[src/rtl/ufbd_pkg.sv]
// Shared types and constants for the UART fractional baud divider search.
// Used by the divider, datapath, controller and top level.
`default_nettype none

package ufbd_pkg;

    localparam int CLK_W          = 32;
    localparam int PCT_W          = 7;
    localparam int BAUD_W         = 24;
    localparam int DIVISOR_W      = 16;
    localparam int FRAC_W         = 4;
    localparam int ERR_W          = 17;
    localparam int CFG_IDX_W      = 1;

    localparam int PRESCALE_SHIFT = 6;
    localparam int UCLK_W         = CLK_W - PRESCALE_SHIFT;
    localparam int PROD_W         = UCLK_W + FRAC_W;

    // shared serial divider
    localparam int DIV_W          = 32;
    localparam int DVSR_W         = BAUD_W;
    localparam int SHORT_STEPS    = UCLK_W;
    localparam int CNT_W          = 5;

    localparam logic [FRAC_W-1:0]    MUL_MAX       = 4'd15;
    localparam logic [FRAC_W-1:0]    ADD_MAX       = 4'd15;
    localparam logic [FRAC_W-1:0]    MUL_FIRST     = 4'd1;
    localparam logic [FRAC_W-1:0]    ADD_FIRST     = 4'd0;
    localparam logic [ERR_W-1:0]     ERROR_START   = 17'd100000;
    localparam logic [DVSR_W-1:0]    PERCENT_BASE  = 24'd100;
    localparam logic [CLK_W-1:0]     CLOCK_RESET   = 32'd100000000;
    localparam logic [PCT_W-1:0]     PCT_RESET     = 7'd3;

    localparam logic [CFG_IDX_W-1:0] REG_CORE_CLOCK = 1'b0;
    localparam logic [CFG_IDX_W-1:0] REG_ERR_PCT    = 1'b1;

    typedef enum logic [3:0] {
        ST_IDLE,
        ST_START,
        ST_MUL,
        ST_BASE,
        ST_BASE_WAIT,
        ST_QUO,
        ST_QUO_WAIT,
        ST_CHECK,
        ST_RATE,
        ST_RATE_WAIT,
        ST_UPDATE,
        ST_NEXT,
        ST_DONE
    } ufbd_state_t;

    typedef enum logic [1:0] {
        DSEL_BASE,
        DSEL_QUO,
        DSEL_RATE
    } ufbd_dsel_t;

    typedef struct packed {
        logic       load_item;
        logic       div_start;
        ufbd_dsel_t div_sel;
        logic       load_mul;
        logic       save_base;
        logic       save_quo;
        logic       save_dv;
        logic       save_rate;
        logic       update_best;
        logic       next_pair;
        logic       load_out;
    } ufbd_cmd_t;

    typedef struct packed {
        logic div_done;
        logic baud_zero;
        logic dv_ok;
        logic better;
        logic err_zero;
        logic last_pair;
        logic out_free;
    } ufbd_status_t;

endpackage

`default_nettype wire

[src/rtl/ufbd_div.sv]
// Restoring divider, one quotient bit per cycle, shared by every division.
// Depends on ufbd_pkg for widths.
`default_nettype none

module ufbd_div (
    input  wire logic                        aclk,
    input  wire logic                        aresetn,
    input  wire logic                        start,
    input  wire logic                        short_op,
    input  wire logic [ufbd_pkg::DIV_W-1:0]  dividend,
    input  wire logic [ufbd_pkg::DVSR_W-1:0] divisor,
    output logic      [ufbd_pkg::DIV_W-1:0]  quotient,
    output logic      [ufbd_pkg::DVSR_W-1:0] remainder,
    output logic                             done
);
    import ufbd_pkg::*;

    logic [DIV_W-1:0]  quo_reg;
    logic [DVSR_W-1:0] rem_reg;
    logic [DVSR_W-1:0] dvsr_reg;
    logic [CNT_W-1:0]  cnt_reg;
    logic              busy_reg;
    logic              done_reg;

    logic [DVSR_W:0]   trial;
    logic [DVSR_W:0]   diff;
    logic              ge;
    logic [DVSR_W-1:0] rem_next;

    always_comb begin
        trial    = {rem_reg, quo_reg[DIV_W-1]};
        diff     = trial - {1'b0, dvsr_reg};
        ge       = (trial >= {1'b0, dvsr_reg});
        rem_next = ge ? diff[DVSR_W-1:0] : trial[DVSR_W-1:0];
    end

    always_ff @(posedge aclk) begin
        if (!aresetn) begin
            busy_reg <= 1'b0;
            done_reg <= 1'b0;
        end else begin
            done_reg <= busy_reg && (cnt_reg == '0);
            if (start) begin
                busy_reg <= 1'b1;
            end else if (busy_reg && (cnt_reg == '0)) begin
                busy_reg <= 1'b0;
            end
        end
    end

    always_ff @(posedge aclk) begin
        if (start) begin
            // short operands sit left-aligned so fewer steps are needed
            if (short_op) begin
                quo_reg <= {dividend[SHORT_STEPS-1:0], (DIV_W-SHORT_STEPS)'(0)};
                cnt_reg <= CNT_W'(SHORT_STEPS - 1);
            end else begin
                quo_reg <= dividend;
                cnt_reg <= CNT_W'(DIV_W - 1);
            end
            rem_reg  <= '0;
            dvsr_reg <= divisor;
        end else if (busy_reg) begin
            quo_reg <= {quo_reg[DIV_W-2:0], ge};
            rem_reg <= rem_next;
            cnt_reg <= cnt_reg - 1'b1;
        end
    end

    assign quotient  = quo_reg;
    assign remainder = rem_reg;
    assign done      = done_reg;

endmodule

`default_nettype wire

[src/rtl/ufbd_dp.sv]
// Datapath: configuration registers, candidate pair, best-so-far and result register.
// Depends on ufbd_pkg and ufbd_div.
`default_nettype none

module ufbd_dp (
    input  wire logic                           aclk,
    input  wire logic                           aresetn,
    input  wire logic                           cfg_valid,
    input  wire logic [ufbd_pkg::CFG_IDX_W-1:0] cfg_index,
    input  wire logic [ufbd_pkg::CLK_W-1:0]     cfg_data,
    input  wire logic [ufbd_pkg::BAUD_W-1:0]    s_baud_rate,
    input  wire ufbd_pkg::ufbd_cmd_t            cmd,
    output ufbd_pkg::ufbd_status_t              status,
    input  wire logic                           m_ready,
    output logic                                m_valid,
    output logic      [ufbd_pkg::DIVISOR_W-1:0] m_divisor,
    output logic      [ufbd_pkg::FRAC_W-1:0]    m_mul_val,
    output logic      [ufbd_pkg::FRAC_W-1:0]    m_div_add_val,
    output logic      [ufbd_pkg::ERR_W-1:0]     m_rate_error,
    output logic                                m_success
);
    import ufbd_pkg::*;

    logic [CLK_W-1:0]     clk_reg;
    logic [PCT_W-1:0]     pct_reg;

    logic [BAUD_W-1:0]    baud_reg;
    logic [FRAC_W-1:0]    m_reg;
    logic [FRAC_W-1:0]    a_reg;
    logic [PROD_W-1:0]    prod_reg;
    logic [UCLK_W-1:0]    base_reg;
    logic [UCLK_W-1:0]    q_reg;
    logic [BAUD_W-1:0]    r_reg;
    logic [DIVISOR_W-1:0] dv_reg;
    logic [UCLK_W-1:0]    rate_reg;

    logic [ERR_W-1:0]     best_err_reg;
    logic [DIVISOR_W-1:0] best_div_reg;
    logic [FRAC_W-1:0]    best_mul_reg;
    logic [FRAC_W-1:0]    best_add_reg;

    logic                 m_valid_reg;
    logic [DIVISOR_W-1:0] out_div_reg;
    logic [FRAC_W-1:0]    out_mul_reg;
    logic [FRAC_W-1:0]    out_add_reg;
    logic [ERR_W-1:0]     out_err_reg;
    logic                 out_succ_reg;

    logic [UCLK_W-1:0]       uclk;
    logic [BAUD_W+PCT_W-1:0] baud_pct;
    logic [BAUD_W+PCT_W-1:0] err_scaled;
    logic [FRAC_W:0]         frac_sum;
    logic [DIV_W-1:0]        div_dividend;
    logic [DVSR_W-1:0]       div_divisor;
    logic                    div_short;
    logic [DIV_W-1:0]        div_quo;
    logic [DVSR_W-1:0]       div_rem;
    logic                    div_done;

    logic                    round_up;
    logic [UCLK_W:0]         dv_full;
    logic [UCLK_W-1:0]       baud_ext;
    logic [UCLK_W-1:0]       err_full;

    assign uclk     = clk_reg[CLK_W-1:PRESCALE_SHIFT];
    assign baud_pct = baud_reg * pct_reg;
    // err < floor(baud*pct/100) holds exactly when 100*(err+1) <= baud*pct
    assign err_scaled = ((BAUD_W+PCT_W)'(best_err_reg) + 1'b1) *
                        (BAUD_W+PCT_W)'(PERCENT_BASE);
    assign frac_sum = {1'b0, m_reg} + {1'b0, a_reg};

    always_comb begin
        div_short = 1'b0;
        case (cmd.div_sel)
            DSEL_BASE: begin
                div_dividend = DIV_W'(prod_reg);
                div_divisor  = DVSR_W'(frac_sum);
            end
            DSEL_QUO: begin
                div_dividend = DIV_W'(base_reg);
                div_divisor  = baud_reg;
                div_short    = 1'b1;
            end
            DSEL_RATE: begin
                div_dividend = DIV_W'(base_reg);
                div_divisor  = DVSR_W'(dv_reg);
                div_short    = 1'b1;
            end
            default: begin
                div_dividend = '0;
                div_divisor  = '0;
            end
        endcase
    end

    ufbd_div u_div (
        .aclk      (aclk),
        .aresetn   (aresetn),
        .start     (cmd.div_start),
        .short_op  (div_short),
        .dividend  (div_dividend),
        .divisor   (div_divisor),
        .quotient  (div_quo),
        .remainder (div_rem),
        .done      (div_done)
    );

    // round to nearest: bump when remainder exceeds half the baud rate
    always_comb begin
        round_up = (r_reg > {1'b0, baud_reg[BAUD_W-1:1]});
        dv_full  = {1'b0, q_reg} + (UCLK_W+1)'(round_up);
        baud_ext = UCLK_W'(baud_reg);
        err_full = (rate_reg >= baud_ext) ? (rate_reg - baud_ext) : (baud_ext - rate_reg);
    end

    always_comb begin
        status.div_done  = div_done;
        status.baud_zero = (baud_reg == '0);
        status.dv_ok     = (dv_full > (UCLK_W+1)'(2)) && (dv_full[UCLK_W:DIVISOR_W] == '0);
        status.better    = (err_full < UCLK_W'(best_err_reg));
        status.err_zero  = (err_full == '0);
        status.last_pair = (m_reg == MUL_MAX) && (a_reg == ADD_MAX);
        status.out_free  = !m_valid_reg || m_ready;
    end

    always_ff @(posedge aclk) begin
        if (!aresetn) begin
            clk_reg <= CLOCK_RESET;
            pct_reg <= PCT_RESET;
        end else if (cfg_valid) begin
            case (cfg_index)
                REG_CORE_CLOCK: clk_reg <= cfg_data;
                REG_ERR_PCT:    pct_reg <= cfg_data[PCT_W-1:0];
                default:        ;
            endcase
        end
    end

    always_ff @(posedge aclk) begin
        if (cmd.load_item) begin
            baud_reg     <= s_baud_rate;
            m_reg        <= MUL_FIRST;
            a_reg        <= ADD_FIRST;
            best_err_reg <= ERROR_START;
            best_div_reg <= '0;
            best_mul_reg <= MUL_FIRST;
            best_add_reg <= ADD_FIRST;
        end
        if (cmd.load_mul) begin
            prod_reg <= m_reg * uclk;
        end
        if (cmd.save_base) begin
            base_reg <= div_quo[UCLK_W-1:0];
        end
        if (cmd.save_quo) begin
            q_reg <= div_quo[UCLK_W-1:0];
            r_reg <= div_rem;
        end
        if (cmd.save_dv) begin
            dv_reg <= dv_full[DIVISOR_W-1:0];
        end
        if (cmd.save_rate) begin
            rate_reg <= div_quo[UCLK_W-1:0];
        end
        if (cmd.update_best) begin
            best_err_reg <= err_full[ERR_W-1:0];
            best_div_reg <= dv_reg;
            best_mul_reg <= m_reg;
            best_add_reg <= a_reg;
        end
        if (cmd.next_pair) begin
            // add value inner, multiplier outer
            if (a_reg == ADD_MAX) begin
                a_reg <= ADD_FIRST;
                m_reg <= m_reg + 1'b1;
            end else begin
                a_reg <= a_reg + 1'b1;
            end
        end
    end

    always_ff @(posedge aclk) begin
        if (!aresetn) begin
            m_valid_reg <= 1'b0;
        end else if (cmd.load_out) begin
            m_valid_reg <= 1'b1;
        end else if (m_ready) begin
            m_valid_reg <= 1'b0;
        end
    end

    always_ff @(posedge aclk) begin
        if (cmd.load_out) begin
            out_div_reg  <= best_div_reg;
            out_mul_reg  <= best_mul_reg;
            out_add_reg  <= best_add_reg;
            out_err_reg  <= best_err_reg;
            out_succ_reg <= (baud_reg != '0) && (err_scaled <= baud_pct);
        end
    end

    assign m_valid       = m_valid_reg;
    assign m_divisor     = out_div_reg;
    assign m_mul_val     = out_mul_reg;
    assign m_div_add_val = out_add_reg;
    assign m_rate_error  = out_err_reg;
    assign m_success     = out_succ_reg;

endmodule

`default_nettype wire

[src/rtl/ufbd_ctrl.sv]
// Controller: sequences the pair search and the divider for one item.
// Depends on ufbd_pkg.
`default_nettype none

module ufbd_ctrl (
    input  wire logic                   aclk,
    input  wire logic                   aresetn,
    input  wire logic                   s_valid,
    output logic                        s_ready,
    input  wire ufbd_pkg::ufbd_status_t status,
    output ufbd_pkg::ufbd_cmd_t         cmd
);
    import ufbd_pkg::*;

    ufbd_state_t state_reg;
    ufbd_state_t state_next;

    always_ff @(posedge aclk) begin
        if (!aresetn) begin
            state_reg <= ST_IDLE;
        end else begin
            state_reg <= state_next;
        end
    end

    always_comb begin
        state_next = state_reg;
        cmd        = '0;
        cmd.div_sel = DSEL_BASE;
        s_ready    = 1'b0;
        case (state_reg)
            ST_IDLE: begin
                s_ready = 1'b1;
                if (s_valid) begin
                    cmd.load_item = 1'b1;
                    state_next    = ST_START;
                end
            end
            ST_START: begin
                // zero baud: skip the search and report the defaults
                state_next = status.baud_zero ? ST_DONE : ST_MUL;
            end
            ST_MUL: begin
                cmd.load_mul = 1'b1;
                state_next   = ST_BASE;
            end
            ST_BASE: begin
                cmd.div_start = 1'b1;
                cmd.div_sel   = DSEL_BASE;
                state_next    = ST_BASE_WAIT;
            end
            ST_BASE_WAIT: begin
                if (status.div_done) begin
                    cmd.save_base = 1'b1;
                    state_next    = ST_QUO;
                end
            end
            ST_QUO: begin
                cmd.div_start = 1'b1;
                cmd.div_sel   = DSEL_QUO;
                state_next    = ST_QUO_WAIT;
            end
            ST_QUO_WAIT: begin
                if (status.div_done) begin
                    cmd.save_quo = 1'b1;
                    state_next   = ST_CHECK;
                end
            end
            ST_CHECK: begin
                cmd.save_dv = 1'b1;
                state_next  = status.dv_ok ? ST_RATE : ST_NEXT;
            end
            ST_RATE: begin
                cmd.div_start = 1'b1;
                cmd.div_sel   = DSEL_RATE;
                state_next    = ST_RATE_WAIT;
            end
            ST_RATE_WAIT: begin
                if (status.div_done) begin
                    cmd.save_rate = 1'b1;
                    state_next    = ST_UPDATE;
                end
            end
            ST_UPDATE: begin
                cmd.update_best = status.better;
                // stop on an exact match
                if (status.better && status.err_zero) begin
                    state_next = ST_DONE;
                end else begin
                    state_next = ST_NEXT;
                end
            end
            ST_NEXT: begin
                cmd.next_pair = 1'b1;
                state_next    = status.last_pair ? ST_DONE : ST_MUL;
            end
            ST_DONE: begin
                if (status.out_free) begin
                    cmd.load_out = 1'b1;
                    state_next   = ST_IDLE;
                end
            end
            default: begin
                state_next = ST_IDLE;
            end
        endcase
    end

endmodule

`default_nettype wire

[src/rtl/uart_fractional_baud_divider_search_top.sv]
// Top level of the UART fractional baud divider search: controller plus datapath.
// Depends on ufbd_pkg, ufbd_ctrl and ufbd_dp.
`default_nettype none

// For each requested baud rate the block tries the fractional pairs (multiplier 1..15,
// add value 0..15, multiplier outer) and returns the divisor, the pair, the absolute
// rate error and a success flag as one result item. One item at a time is searched.
// Every division runs through a single shared restoring divider that retires one
// quotient bit per cycle, and that divider sets the pace: each pair needs a 32-step
// division for the base clock and two 26-step divisions for divisor and achieved
// rate; a pair whose divisor is out of range skips the last one. A full search
// covers all 240 pairs; an exact match ends it at once, and a zero baud rate skips
// the search altogether. The acceptance bound is checked against a scaled error,
// with no division. A finished result waits in an output register, so the next
// item is taken while it is held.
// Configuration writes are taken in any cycle (cfg_ready stays high) and must only
// arrive while the block is idle.

module uart_fractional_baud_divider_search_top (
    input  wire logic                           aclk,
    input  wire logic                           aresetn,
    input  wire logic                           cfg_valid,
    output logic                                cfg_ready,
    input  wire logic [ufbd_pkg::CFG_IDX_W-1:0] cfg_index,
    input  wire logic [ufbd_pkg::CLK_W-1:0]     cfg_data,
    input  wire logic                           s_valid,
    output logic                                s_ready,
    input  wire logic [ufbd_pkg::BAUD_W-1:0]    s_baud_rate,
    output logic                                m_valid,
    input  wire logic                           m_ready,
    output logic      [ufbd_pkg::DIVISOR_W-1:0] m_divisor,
    output logic      [ufbd_pkg::FRAC_W-1:0]    m_mul_val,
    output logic      [ufbd_pkg::FRAC_W-1:0]    m_div_add_val,
    output logic      [ufbd_pkg::ERR_W-1:0]     m_rate_error,
    output logic                                m_success
);
    import ufbd_pkg::*;

    ufbd_cmd_t    cmd;
    ufbd_status_t status;

    assign cfg_ready = 1'b1;

    ufbd_ctrl u_ctrl (
        .aclk    (aclk),
        .aresetn (aresetn),
        .s_valid (s_valid),
        .s_ready (s_ready),
        .status  (status),
        .cmd     (cmd)
    );

    ufbd_dp u_dp (
        .aclk          (aclk),
        .aresetn       (aresetn),
        .cfg_valid     (cfg_valid),
        .cfg_index     (cfg_index),
        .cfg_data      (cfg_data),
        .s_baud_rate   (s_baud_rate),
        .cmd           (cmd),
        .status        (status),
        .m_ready       (m_ready),
        .m_valid       (m_valid),
        .m_divisor     (m_divisor),
        .m_mul_val     (m_mul_val),
        .m_div_add_val (m_div_add_val),
        .m_rate_error  (m_rate_error),
        .m_success     (m_success)
    );

    a_no_overwrite: assert property (@(posedge aclk) disable iff (!aresetn)
        cmd.load_out |-> status.out_free)
        else $error("result register loaded while an item still waits");

    a_busy_after_accept: assert property (@(posedge aclk) disable iff (!aresetn)
        (s_valid && s_ready) |=> !s_ready)
        else $error("input taken again before the search ran");

    a_div_not_instant: assert property (@(posedge aclk) disable iff (!aresetn)
        cmd.div_start |=> !status.div_done)
        else $error("divider reported done right after start");

    a_default_pair: assert property (@(posedge aclk) disable iff (!aresetn)
        (m_valid && (m_divisor == '0)) |-> ((m_mul_val == MUL_FIRST) &&
                                            (m_div_add_val == ADD_FIRST)))
        else $error("no divisor found but pair is not the default");

endmodule

`default_nettype wire

[config.mk]
export PLATFORM = sky130hd
export DESIGN_NAME = uart_fractional_baud_divider_search_top
export DESIGN_NICKNAME = d
export VERILOG_FILES = /design/src/rtl/ufbd_pkg.sv /design/src/rtl/ufbd_div.sv /design/src/rtl/ufbd_dp.sv /design/src/rtl/ufbd_ctrl.sv /design/src/rtl/uart_fractional_baud_divider_search_top.sv
export SDC_FILE = /design/constraint.sdc
export NUM_CORES = 1
export LEC_CHECK = 0
export BUFFER_PORTS_ARGS = -buffer_cell sky130_fd_sc_hd__buf_2
export CAP_MARGIN = 20
export CORE_MARGIN = 2
export CORE_UTILIZATION = 44
export CTS_CLUSTER_DIAMETER = 80
export DETAILED_ROUTE_END_ITERATION = 8
export GPL_ROUTABILITY_DRIVEN = 0
export HOLD_SLACK_MARGIN = 0.1
export PLACE_DENSITY = 0.6
export SETUP_SLACK_MARGIN = 0.2
export SYNTH_ARGS = -nofsm -noshare
export SYNTH_HDL_FRONTEND = slang
export SYNTH_SLANG_ARGS = --single-unit
[constraint.sdc]
create_clock -name aclk -period 11.6 [get_ports aclk]
set_input_delay 0.58 -clock aclk [delete_from_list [all_inputs] [get_ports aclk]]
set_output_delay 0.58 -clock aclk [all_outputs]
set_load 0.005 [all_outputs]
---- Yosys cells after proc, flatten, opt, wreduce, memory -nomap -nowiden ----
Cells that the tools add are included.
word-level totals
  register bits ........................... 394
  bits in latches ......................... 0
  memory bits (writable) .................. 0
  ROM bits ................................ 0
  output and inout port bits .............. 45
  memories kept ........................... 0
cells by class
  add/sub/neg operators ................... 9
  $mul .................................... 3
  divide/modulo/power cells ............... 0
  magnitude comparators ................... 6
  eq/ne operators ......................... 21
  shift operators ......................... 0
  multiplexer cells ....................... 52
  bitwise logic cells ..................... 1
  reduce and logical (&&, ||, !) cells .... 23
operators with widths
  cell                                                                    number
  32-bit 2-to-1 mux                                                       3
  24-bit case mux with 3 select lines                                     1
  4-bit 2-to-1 mux                                                        16
  30-bit case mux with 2 select lines                                     1
  4-bit case mux with 13 select lines                                     1
  17-bit 2-to-1 mux                                                       2
  16-bit 2-to-1 mux                                                       2
  31-bit <= comparator                                                    1
  24-bit by 7-bit multiplier with 31-bit output                           1
  31-bit by 5-bit multiplier with 29-bit output (second input constant)   1
  4-bit by 26-bit multiplier with 30-bit output                           1
  4-bit equality test (second input constant)                             7
  26-bit by 1-bit adder with 27-bit output                                1
  27-bit by 2-bit > comparator with 1-bit output (second input constant)  1
  26-bit by 24-bit greater-or-equal comparator with 1-bit output          1
  26-bit logical NOT                                                      1
  26-bit by 17-bit < comparator with 1-bit output                         1
  26-bit 2-to-1 mux                                                       1
  24-bit by 26-bit subtractor with 26-bit output                          1
  26-bit by 24-bit subtractor with 26-bit output                          1
  25-bit by 24-bit greater-or-equal comparator with 1-bit output          1
  24-bit by 23-bit > comparator with 1-bit output                         1
  24-bit logical NOT                                                      1
  24-bit 2-to-1 mux                                                       1
  30 further kinds                                                        66

---- Logic depth before layout (Yosys ltp) ----
  depth in word-level cells ............... 7
  depth in mapped cells ................... 32

---- Hierarchy ----
From an unflattened synthesis, not the netlist that was laid out.
second synthesis, totals
  cell total of the unflattened synthesis .. 3145
  area total of the unflattened synthesis .. 30997.2 µm²
modules (own cells, without submodules)
  module                                   times used  cells an instance  area each (µm²)  seq. area each (µm²)
  ufbd_dp                                  1           2561               25368.1          8538.2
  ufbd_div                                 1           507                5073.6           2352.3
  ufbd_ctrl                                1           75                 544.3            80.1
  uart_fractional_baud_divider_search_top  1           2                  11.3             0.0

---- Least setup slack after synthesis ----
OpenSTA, ideal clock, no wires.
  kind .................................... register to register
  start point ............................. reg u_dp.baud_reg[1]
  end point ............................... reg u_dp.out_succ_reg, in the netlist u_dp.m_success, data pin
  setup time .............................. 0.152 ns
  arrival ................................. 6.525 ns
  required time ........................... 11.448 ns
  path slack .............................. 4.924 ns
  cell stages (with the launch flop) ...... 28
  buffers on the path ..................... 1
  period minus slack after synthesis ...... 6.676 ns
  cells stage by stage .................... edfxtp_1 > clkbuf_1 > nand2_1 > fa_1 > fa_1 > inv_1 > fa_1 > inv_1 > fa_1 > inv_1 > ha_1 > o21a_1 > o31a_1 > or4_1 > a311o_1 > a211oi_1 > a21oi_1 > a41oi_1 > nor2b_1 > xor2_1 > ha_1 > a21o_1 > a21o_1 > a2111oi_0 > o21ai_0 > o2111ai_1 > a31oi_1 > a31oi_1
between the ends
  longest elaborated chain between the ends .. 3
  elaborated cells on any way between the ends .. 4
  those cells by class .................... mul: 1; order compare: 1; reduce/logical: 2
ends and longest elaborated chain
  what                                           RTL line        RTL
  start: declaration                             ufbd_dp.sv:27   logic [BAUD_W-1:0] baud_reg;
  start signal: assignment                       ufbd_dp.sv:141  baud_reg <= s_baud_rate;
  24-bit by 7-bit multiplier with 31-bit output  ufbd_dp.sv:66   assign baud_pct = baud_reg * pct_reg;
  31-bit <= comparator                           ufbd_dp.sv:198  out_succ_reg <= (baud_reg != '0) && (err_scaled <= baud_pct);
  1-bit logical AND (*)                          ufbd_dp.sv:198
  end signal: assignment                         ufbd_dp.sv:198
  end: declaration                               ufbd_dp.sv:47   logic out_succ_reg;
Every way passes the cells marked *; elsewhere a longest branch is shown, timed or not.
A chain may end at the register's enable or synchronous reset.

---- Final worst setup path ----
  start point ............................. reg u_dp.pct_reg[2]
  end point ............................... reg u_dp.out_succ_reg, in the netlist u_dp.m_success, data pin
between the ends
  longest elaborated chain between the ends .. 3
ends and longest elaborated chain
  what                                           RTL line        RTL
  start: declaration                             ufbd_dp.sv:25   logic [PCT_W-1:0] pct_reg;
  start signal: assignment                       ufbd_dp.sv:133  REG_ERR_PCT: pct_reg <= cfg_data[PCT_W-1:0];
  24-bit by 7-bit multiplier with 31-bit output  ufbd_dp.sv:66
  31-bit <= comparator                           ufbd_dp.sv:198
  1-bit logical AND                              ufbd_dp.sv:198
Every way passes these cells.

==> flow_summary.toml <==
[status]
outcome = "finished, final reports clean"

[sta]
setup_viol_count_final = 0
fin_tns_setup_ns = 0
finalHoldViolations = 0
period_share_pct = 65.06
slew_violations = 0
grt_setup_unrepaired = "no"
fmaxAchievable_mhz = 132.5
slew_headroom_pct = 28.53
timing.final.crit_period_ns = 7.547
worst-slew-pin-transition_ns = 1.072
final.setup_skew_ns = 0.02066

[detailed_routing]
initialDrtViolationCount = 1836
vias_per_cell = 5.554
detailedRoute.firstPassIterationCount = 5
detail-route-antenna-nets = 0
wl_per_cell_microns = 20.18
drt-total-wl_microns = 83130
detailroute.via_count = 22877
route.detailed.drc = 0

[cells_and_area]
diodes_inserted = 0
post_route_cells_drive_above_1_share_pct = 8.438
finalNetCount = 3677
areaGrowthSynthToFinish_pct = 10.06
fin_area_sq_um = 33610
largest_register_ffs = 32

[worst_setup_path]
cp_data_required_time_ns = 12.04
crit_path_max_fanout = 25
timing.critical_path.to_type = "flip-flop"
reg2regPathDepth = 26
worst_setup_path_start_kind = "flip-flop"
critPathCapture = "u_dp.m_success"
critPathKind = "reg2reg"
ff_to_ff_end = "u_dp.m_success"
rr_startpoint = "u_dp.pct_reg[2]"
setup.worst_path.start = "u_dp.pct_reg[2]"
critical_path_arrival_ns = 7.99
rrSetupSlack_ns = 4.05

[logic_synthesis]
async_flop_share_pct = 0
postSynthCellCount = 3103
synth.avg_cell_area_sq_um = 9.840
yosys_warnings = 0
synth_edf_count = 320
synth_top_flop_cell = "edfxtp_1"
post_synth_instance_area_sq_um = 30530
synth_cell_types = 84
seq_area_frac_synth_pct = 35.93
synth_seq_cells = 388
synth_fp_nets = 3630

[floorplan]
initial_standard_cell_utilization_of_the_core_pct = 44.44
die_h_microns = 267.4
rows = 96
core_sq_um = 68710
io-pin-count = 107
die-area_sq_um = 71520
width_of_the_die_microns = 267.4

[grt]
grt.met3_usage_pct = 3.089
busiest_layer = "met2"
grt_antenna_before_repair = 1
first_global_vias = 23104
grtUsageTotal_pct = 23.43
grt_pass1_wl_microns = 130500
globalRoute.totalOverflow = 0
globalRouteMet1Util_pct = 30.19
grt_start_max_net_pins = 53
groute.layer.met2.usage_pct = 38.56

[power]
worst_ir_drop_vdd_mv = 0.1384
design_power_total_mw = 6.227
p_per_area_nw_per_um2 = 185.3
static-leakage-power_nw = 14.79

[clocking]
cts-root-buf = "clkbuf_16"
clkSinkCount = 388
worst_path_clk_slew_ns = 0.06
cts_htree_levels = 2
cts_stage_hold_buffer_count = 0
cts_tree = "yes"
numCtsBuffers = 47
postCtsSetupRepairBufs = 0
clock_insertion_delay_at_the_later_pin_of_the_skew_report_ns = 0.61
cts_buffer_depth = 3
postCtsResizedCells = 0

[placement]
placed_area_sq_um = 31890
numPortBuffers = 105
hpwl_detailed_microns = 65030

[job]
cap_viol_max_count = 0

[hold_path]
class_of_the_most_critical_hold_timing_path = "in2reg"
-- cells by family (layout without fill, tap and decap cells) --
group | after synthesis | after routing | synth area share, %
other | 1 | 1 | 0.01228
adder cells (fa/ha/maj) | 465 | 465 | 23.33
AND/OR/NAND/NOR | 994 | 994 | 16.50
XOR/XNOR | 132 | 132 | 3.811
buffers and inverters | 476 | 561 | 5.995
flip-flops | 388 | 388 | 35.93
multiplexers | 48 | 48 | 1.680
AO/OA/AOI/OAI | 599 | 599 | 12.74
-- layout make-up --
class                      count  area, sq um
inverter                     343         1287
clock buffer                  52         1205
clock inverter                35        465.4
tap                          931         1165
fill                        6408        35100
sequential                   388        10970
timing repair buffer         131        748.2
multi-input combinational   2239        17770
-- how the worst min path moves through the flow --
stage	from	cells past startpoint	slack (ns)	to
final	s_baud_rate[23]	1	0.16	u_dp.baud_reg[23]
after global routing	s_baud_rate[23]	1	0.15	u_dp.baud_reg[23]
after CTS	s_baud_rate[23]	1	0.14	u_dp.baud_reg[23]
after detailed placement	u_dp.best_div_reg[7]	0	0.40	u_dp.m_divisor[7]
after global placement	u_dp.best_div_reg[7]	0	0.41	u_dp.m_divisor[7]
after floorplan	u_dp.best_add_reg[0]	0	0.40	u_dp.m_div_add_val[0]
-- cells in the mapped netlist (all sizes together) (8+ instances only) --
master,instances,area [sq um]
a211o,8,70.07
a211oi,12,90.09
a21boi,26,195.2
a21o,67,503.0
a21oi,155,775.7
a22oi,39,292.8
a31oi,18,112.6
and2,203,1270
and3,26,167.7
and4,8,75.07
buf,23,130.1
clkbuf,110,412.9
dfxtp,68,1361
edfxtp,320,9609
fa,174,3483
ha,291,3641
inv,343,1287
mux2,26,292.8
mux2i,22,220.2
nand2,326,1226
nand2b,45,281.5
nand3,76,380.4
nand4,39,244.0
nor2,123,469.2
nor2b,31,193.9
nor3,49,250.2
nor4,23,143.9
o211ai,21,162.6
o21a,26,195.2
o21ai,131,655.6
o21bai,16,120.1
o22ai,9,56.30
or3,10,62.56
or4,9,67.56
xnor2,91,797.0
xor2,41,366.6
-- where the power goes --
part	internal (mW)	leakage (nW)	switching (mW)
Combinational	1.16	10.5	1.64
Clock	0.944	0.804	0.636
Sequential	1.68	3.52	0.165
Total	3.78	14.8	2.44
-- routing by layer --
| layer | vias to the layer above | routed length (microns) |
|---|---|---|
| met2 | 627 | 38590 |
| met5 | - | 0 |
| met4 | 0 | 4643 |
| li1 | 10843 | - |
| met1 | 11231 | 35680 |
| met3 | 176 | 4220 |
-- critical path, stage by stage (launching register included) --
cell       delay (ns)
dfxtp_1          0.93
nand2_1          0.17
fa_1             0.52
fa_1             0.49
inv_1            0.05
fa_1             0.53
inv_1            0.05
fa_1             0.53
inv_1            0.04
ha_1             0.34
o21a_1           0.13
o31a_1           0.12
or4_1            0.46
a311o_1          0.43
a211oi_1         0.32
a21oi_1          0.14
a41oi_1          0.25
nor2b_1          0.19
xor2_1           0.16
ha_1             0.26
a21o_1           0.17
a21o_1           0.18
a2111oi_0        0.34
o21ai_0          0.20
o2111ai_1        0.14
a31oi_1          0.06
a31oi_1          0.18
-- cell usage in the layout, fill, tap and decap left out, drive strengths merged, types with 41 or more instances in the layout --
cell type    n
o21ai      131
dfxtp       68
clkbuf      52
and2       203
a21oi      155
ha         291
a21o        67
nor2       123
xor2        41
nand3       76
fa         174
nor3        49
buf        131
edfxtp     320
nand2b      45
xnor2       91
inv        351
nand2      326
-- per-stage QoR --
step | instances | utilization (%) | hold slack, ns | setup slack (ns)
global placement | 4030 | 46.42 | 0.4053 | 4.173
detailed placement | 4030 | 46.42 | 0.4045 | 4.049
floorplan | 3103 | - | 0.4003 | 4.924
CTS | 4117 | 48.85 | 0.1392 | 4.023
global route | 4119 | 48.91 | 0.1515 | 3.579
finish | 4119 | 48.91 | 0.1623 | 4.053
(Power assumes the default switching activity.)
